<file path="src/rtl/pccw_pkg.sv">
// pccw_pkg: shared opcodes, field widths and the result record of the conflict window block
// no dependencies; compiled first
package pccw_pkg;

    localparam int OPCODE_W = 2;
    localparam int ID_W     = 6;
    localparam int CNT_W    = 7;
    localparam int THR_W    = 7;
    localparam int TOTAL_W  = 64;

    localparam logic [THR_W-1:0] THR_RESET = 7'd32;

    localparam logic [OPCODE_W-1:0] OP_REC_SUCCESS  = 2'd0;
    localparam logic [OPCODE_W-1:0] OP_REC_CONFLICT = 2'd1;
    localparam logic [OPCODE_W-1:0] OP_QUERY        = 2'd2;

    typedef struct packed {
        logic               multi_write_ok;
        logic               is_tracked;
        logic [CNT_W-1:0]   recent_conflicts;
        logic [TOTAL_W-1:0] total_successes;
        logic [TOTAL_W-1:0] total_conflicts;
    } t_result;

endpackage

</file>
<file path="src/rtl/pccw_update.sv">
// pccw_update: modify step of one table entry read-modify-write, and the result record
// depends on pccw_pkg
module pccw_update #(
    parameter int WINDOW = 64
) (
    input  logic [pccw_pkg::OPCODE_W-1:0] i_op,
    input  logic                          i_in_range,
    input  logic [pccw_pkg::THR_W-1:0]    i_threshold,
    input  logic [WINDOW-1:0]             i_win,
    input  logic [$clog2(WINDOW)-1:0]     i_pos,
    input  logic                          i_tracked,
    input  logic [pccw_pkg::CNT_W-1:0]    i_count,
    input  logic [pccw_pkg::TOTAL_W-1:0]  i_succ,
    input  logic [pccw_pkg::TOTAL_W-1:0]  i_conf,
    output logic                          o_we,
    output logic [WINDOW-1:0]             o_win,
    output logic [$clog2(WINDOW)-1:0]     o_pos,
    output logic                          o_tracked,
    output logic [pccw_pkg::CNT_W-1:0]    o_count,
    output logic [pccw_pkg::TOTAL_W-1:0]  o_succ,
    output logic [pccw_pkg::TOTAL_W-1:0]  o_conf,
    output pccw_pkg::t_result             o_res
);
    import pccw_pkg::*;

    localparam int PW = $clog2(WINDOW);

    logic is_succ;
    logic is_conf;
    logic is_rec;
    logic old_bit;

    assign is_succ = (i_op == OP_REC_SUCCESS);
    assign is_conf = (i_op == OP_REC_CONFLICT);
    assign is_rec  = is_succ || is_conf;
    assign old_bit = i_win[i_pos];

    assign o_we = is_rec && i_in_range;

    always_comb begin
        for (int k = 0; k < WINDOW; k++) begin
            o_win[k] = (is_rec && (PW'(k) == i_pos)) ? is_succ : i_win[k];
        end
    end

    always_comb begin
        if (!is_rec) begin
            o_pos = i_pos;
        end else if (i_pos == PW'(WINDOW - 1)) begin
            o_pos = '0;
        end else begin
            o_pos = i_pos + PW'(1);
        end
    end

    // conflicts count the clear slots; a slot flip moves the count by one
    always_comb begin
        o_count = i_count;
        if (is_succ && !old_bit) begin
            o_count = i_count - CNT_W'(1);
        end else if (is_conf && old_bit) begin
            o_count = i_count + CNT_W'(1);
        end
    end

    assign o_tracked = i_tracked || is_rec;
    assign o_succ    = is_succ ? (i_succ + TOTAL_W'(1)) : i_succ;
    assign o_conf    = is_conf ? (i_conf + TOTAL_W'(1)) : i_conf;

    always_comb begin
        if (!i_in_range) begin
            o_res.multi_write_ok   = 1'b1;
            o_res.is_tracked       = 1'b0;
            o_res.recent_conflicts = CNT_W'(WINDOW);
            o_res.total_successes  = '0;
            o_res.total_conflicts  = '0;
        end else begin
            o_res.multi_write_ok   = !o_tracked || (o_count < i_threshold);
            o_res.is_tracked       = o_tracked;
            o_res.recent_conflicts = o_count;
            o_res.total_successes  = o_succ;
            o_res.total_conflicts  = o_conf;
        end
    end

endmodule
</file>
<file path="config.mk">
export PLATFORM = sky130hd
export DESIGN_NAME = pccw_update
export DESIGN_NICKNAME = d
export VERILOG_FILES = /design/src/rtl/pccw_pkg.sv /design/src/rtl/pccw_update.sv
export SDC_FILE = /design/constraint.sdc
export NUM_CORES = 1
export LEC_CHECK = 0
export BUFFER_PORTS_ARGS = -buffer_cell sky130_fd_sc_hd__buf_4
export CELL_PAD_IN_SITES_DETAIL_PLACEMENT = 0
export CELL_PAD_IN_SITES_GLOBAL_PLACEMENT = 1
export CORE_AREA = 2 2 218 220
export DETAILED_ROUTE_END_ITERATION = 10
export DIE_AREA = 0 0 220 222
export GPL_TIMING_DRIVEN = 0
export MAX_ROUTING_LAYER = met4
export PLACE_DENSITY = 0.5
export SLEW_MARGIN = 40
export SYNTH_ARGS = -nofsm -noshare
export SYNTH_HDL_FRONTEND = slang
export SYNTH_SLANG_ARGS = --single-unit
</file>
<file path="constraint.sdc">
create_clock -name vclk -period 4.34
set_clock_uncertainty 0.2 [all_clocks]
set_input_delay 0.651 -clock vclk [all_inputs]
set_output_delay 0.651 -clock vclk [all_outputs]
set_load 0.1 [all_outputs]
</file>
* After elaboration in Yosys (flattened, before gate mapping) *
Index checks and enable logic that the tools add are counted.

storage, ports and cells
  register bits = 0
  input bits = 216
  logic and storage cells = 219
  output and inout port bits = 344

cells by class
  add/subtract/negate cells = 5
  eq/ne operators = 65
  mux-type cells = 73
  order comparisons = 2
  reductions and logical operators = 74

operators by type and width
  operator                                             count
  == test 6 bit (first input constant)                 32
  two-way mux 137 bit                                  1
  adder 64 x 1 -> 64 bit (second input constant)       2
  two-way mux 64 bit                                   2
  == test 5 x 6 -> 1 bit (first input constant)        16
  logical AND 1 bit                                    67
  two-way mux 1 bit                                    65
  == test 4 x 6 -> 1 bit (first input constant)        8
  == test 3 x 6 -> 1 bit (first input constant)        4
  two-way mux 7 bit                                    2
  == test 2 x 6 -> 1 bit (first input constant)        2
  two-way mux 6 bit                                    2
  adder 7 x 1 -> 7 bit (second input constant)         1
  < comparator 6 x 7 -> 1 bit (second input constant)  1
  < comparator 7 bit                                   1
  subtractor 7 x 1 -> 7 bit (second input constant)    1
  adder 6 x 1 -> 6 bit (second input constant)         1
  binary-select mux 1 bit (select 6 bit)               1
  == test 1 x 6 -> 1 bit (first input constant)        1
  == test 6 bit (second input constant)                1
  zero test 6 bit                                      1
  logical OR 1 bit                                     3
  == test 2 x 1 -> 1 bit (second input constant)       1
  zero test 1 bit                                      2
  zero test 2 bit                                      1

* Depth between registers and ports, before layout *
  depth in word-level cells = 8
  depth in mapped cells = 15
  depth with buffers taken out = 14

* Worst setup path after synthesis *
OpenSTA, ideal clock, no wires.

  path kind = input to output
  from = input i_pos[1]
  to = output o_res[136] in the netlist's numbering
  cell stages on the path = 15
  slack = -3.391 ns
  data required time = 3.489 ns
  buffers on the path = 2
  arrival = 6.880 ns
  path through = buf_2 -> buf_2 -> mux4_2 -> mux4_2 -> o22ai_2 -> nor2_4 -> mux2_4 -> xnor2_1 -> ha_1 -> a21o_1 -> a21o_1 -> a21oi_1 -> a21oi_1 -> o31ai_1 -> a2bb2oi_1

RTL lines
  item         RTL line           RTL
  from (decl)  pccw_update.sv:10  input logic [$clog2(WINDOW)-1:0] i_pos,
  to (decl)    pccw_update.sv:22  output pccw_pkg::t_result o_res

==> reports/summary.txt <==
status -> finished, violations left
failing checks -> setup timing
Cells after DPL -> 2,007
fin crit share -> 1.13
gpl congestion -> 0.872
register area -> 0 um^2
count leader, synth -> and2_1
final setup vio count -> 1
Final Max Slew Viols -> 0
Simple-Gate Fraction of Synth Area -> 0.434
cell taking the most area after synthesis -> and2_1
fin crit period -> 4.89 ns
HP Class -> in2out
width of the die -> 220 um
Post-synth top cells -> and2_1 (138), xnor2_1 (97), nand2_1 (72)
synthesized area per cell -> 6.73 um^2
vias in the first global route -> 9,014
top cells by area, synth -> and2_1 (15%), xnor2_1 (15%), o31ai_1 (8.6%), mux4_2 (6.0%), xor2_1 (5.9%)
synthesized area -> 0.00566 mm^2
unrepaired setup endpoints after global routing -> yes
Antenna Nets Post-Route -> 0
worst-margin pin slew -> 0.848 ns
endpoint class of the critical path -> output pin
# DRC -> 0
nets -> 1,652
die area -> 0.0488 mm^2
synthesis-to-finish area growth -> 143%
row cnt -> 79
Final Hold Slack -> 1.50 ns
Worst Path Required -> 3.49 ns
drt total wl -> 46,300 um
CP Launch Type -> primary input
Clock buffer cells -> 0
starting density of the core -> 0.122
core area -> 0.0463 mm^2
Synth Area in Compound Gates -> 0.171
Setup CP Type -> in2out
synth warn -> 0
Rel. slew slack -> 0.435
main combinational cell family by area after synthesis -> simple AND/OR/NAND/NOR gates
max-cap violations -> 0
Routed WL per cell -> 22.8 um
Die H -> 222 um
GRT Util Overall -> 0.185
hold bufs inserted after CTS -> 0
Gate Count Post-Synth -> 842
Adder-Cell Fraction of Synth Area -> 0.0309
final worst slack -> -0.552 ns
xor-xnor portion of the synthesized cell area -> 0.209
register area share after synthesis -> 0
post-route insts no fill -> 2,031
DR pass1 iterations -> 5
initial antenna violation count -> 3
syn_nets -> 1,072
layout cells sized above 1 -> 0.643
seq_cells -> 0
initial drt markers -> 377
HPWL Detailed -> 41,200 um
IO buf count -> 558
Vias -> 8,794
IO Pins -> 560
Final Util -> 0.298
crit path max fanout -> 7
GRT overflow -> 0
crit path DAT -> 4.04 ns
Max Clk Rate -> 204 MHz
multiplexer share of the synthesized area -> 0.104
largest net degree at the start of global routing -> 11
Final Hold Fails -> 0
worst slack, placed -> -1.23 ns
first-pass GRT wire length -> 65,200 um
top cell type's share of synthesized area -> 0.152
Yosys cell types -> 50
vias per inst -> 4.33
Fillers -> 4,964
## timing repair
| item | in CTS | in global routing |
|---|---|---|
| endpoints found under the setup margin | 114 | 30 |
| gates resized for setup | 51 | 4 |
| setup buffers | 11 | 9 |
| gates cloned | 2 | 0 |
| pin swaps | 12 | 7 |
## placed cells by master, fill, tap and decap left out, drive strengths merged, types with 3 or more instances in the layout
| cell type | netlist | layout |
|---|---|---|
| nand2b | 9 | 9 |
| xor2 | 38 | 38 |
| buf | 5 | 584 |
| xnor2 | 97 | 97 |
| nand3 | 51 | 51 |
| inv | 18 | 17 |
| mux4 | 18 | 18 |
| mux2i | 11 | 11 |
| nor4 | 9 | 9 |
| and3 | 30 | 30 |
| or2 | 6 | 6 |
| o21ai | 65 | 65 |
| nand2 | 72 | 72 |
| nor2b | 6 | 6 |
| a21oi | 5 | 5 |
| clkbuf | 51 | 49 |
| nand4 | 36 | 36 |
| diode | 0 | 4 |
| mux2 | 5 | 5 |
| ha | 14 | 14 |
| nor3 | 18 | 18 |
| and4 | 13 | 13 |
| o31ai | 65 | 65 |
| nor2 | 31 | 31 |
| or3 | 4 | 4 |
| nor3b | 3 | 3 |
| and2 | 138 | 138 |
## stage by stage
step | setup TNS [ns] | instance area, um^2
finish | -0.552 | 13800
global route | -0.653 | 13800
CTS | -0.572 | 13700
detailed placement | -36.28 | 13300
global placement | -43.60 | 13200
floorplan | -6.59 | 8290
## layer usage
metal | track usage | routed length (um) | up-vias
met2 | 0.331 | 23900 | 325
met5 | - | 0 | -
met1 | 0.220 | 18800 | 4258
met3 | 0.0316 | 2950 | 29
li1 | - | - | 4182
met4 | 0.0271 | 665 | 0
## layout make-up
class / count / area (um^2) / area share
multi-input combinational: 768 / 8220 / 0.597
timing repair buffer: 580 / 4450 / 0.323
inverter: 18 / 71.3 / 0.00518
tap: 607 / 759 / 0.0551
buffer: 54 / 262 / 0.0190
antenna: 4 / 10.0 / 0.000727
## cells by family after synthesis
group	Yosys count
AOI/OAI and AO/OA	151
and+or+nand+nor	434
muxes	34
adders and majority gates	14
xor gates and xnor gates	135
buffers and inverters	74
## worst max-delay path, cell delays in order
cell and delay [ns]:
buf_12 0.10, buf_12 0.13, mux4_2 0.49, mux4_2 0.52
o22ai_4 0.24, nor2_4 0.10, mux2_4 0.35, xnor2_4 0.17
ha_4 0.22, a21o_1 0.15, a21o_1 0.16, a21oi_2 0.19
a21oi_2 0.10, o31ai_4 0.08, a2bb2oi_4 0.18, buf_12 0.19
## path summary, 6_finish.rpt
path	from	endpoint	slack [ns]	cells after the start
worst max-delay path	i_pos[0]	o_res[136]	-0.55	16
worst min-delay path	i_succ[14]	o_succ[14]	1.50	3
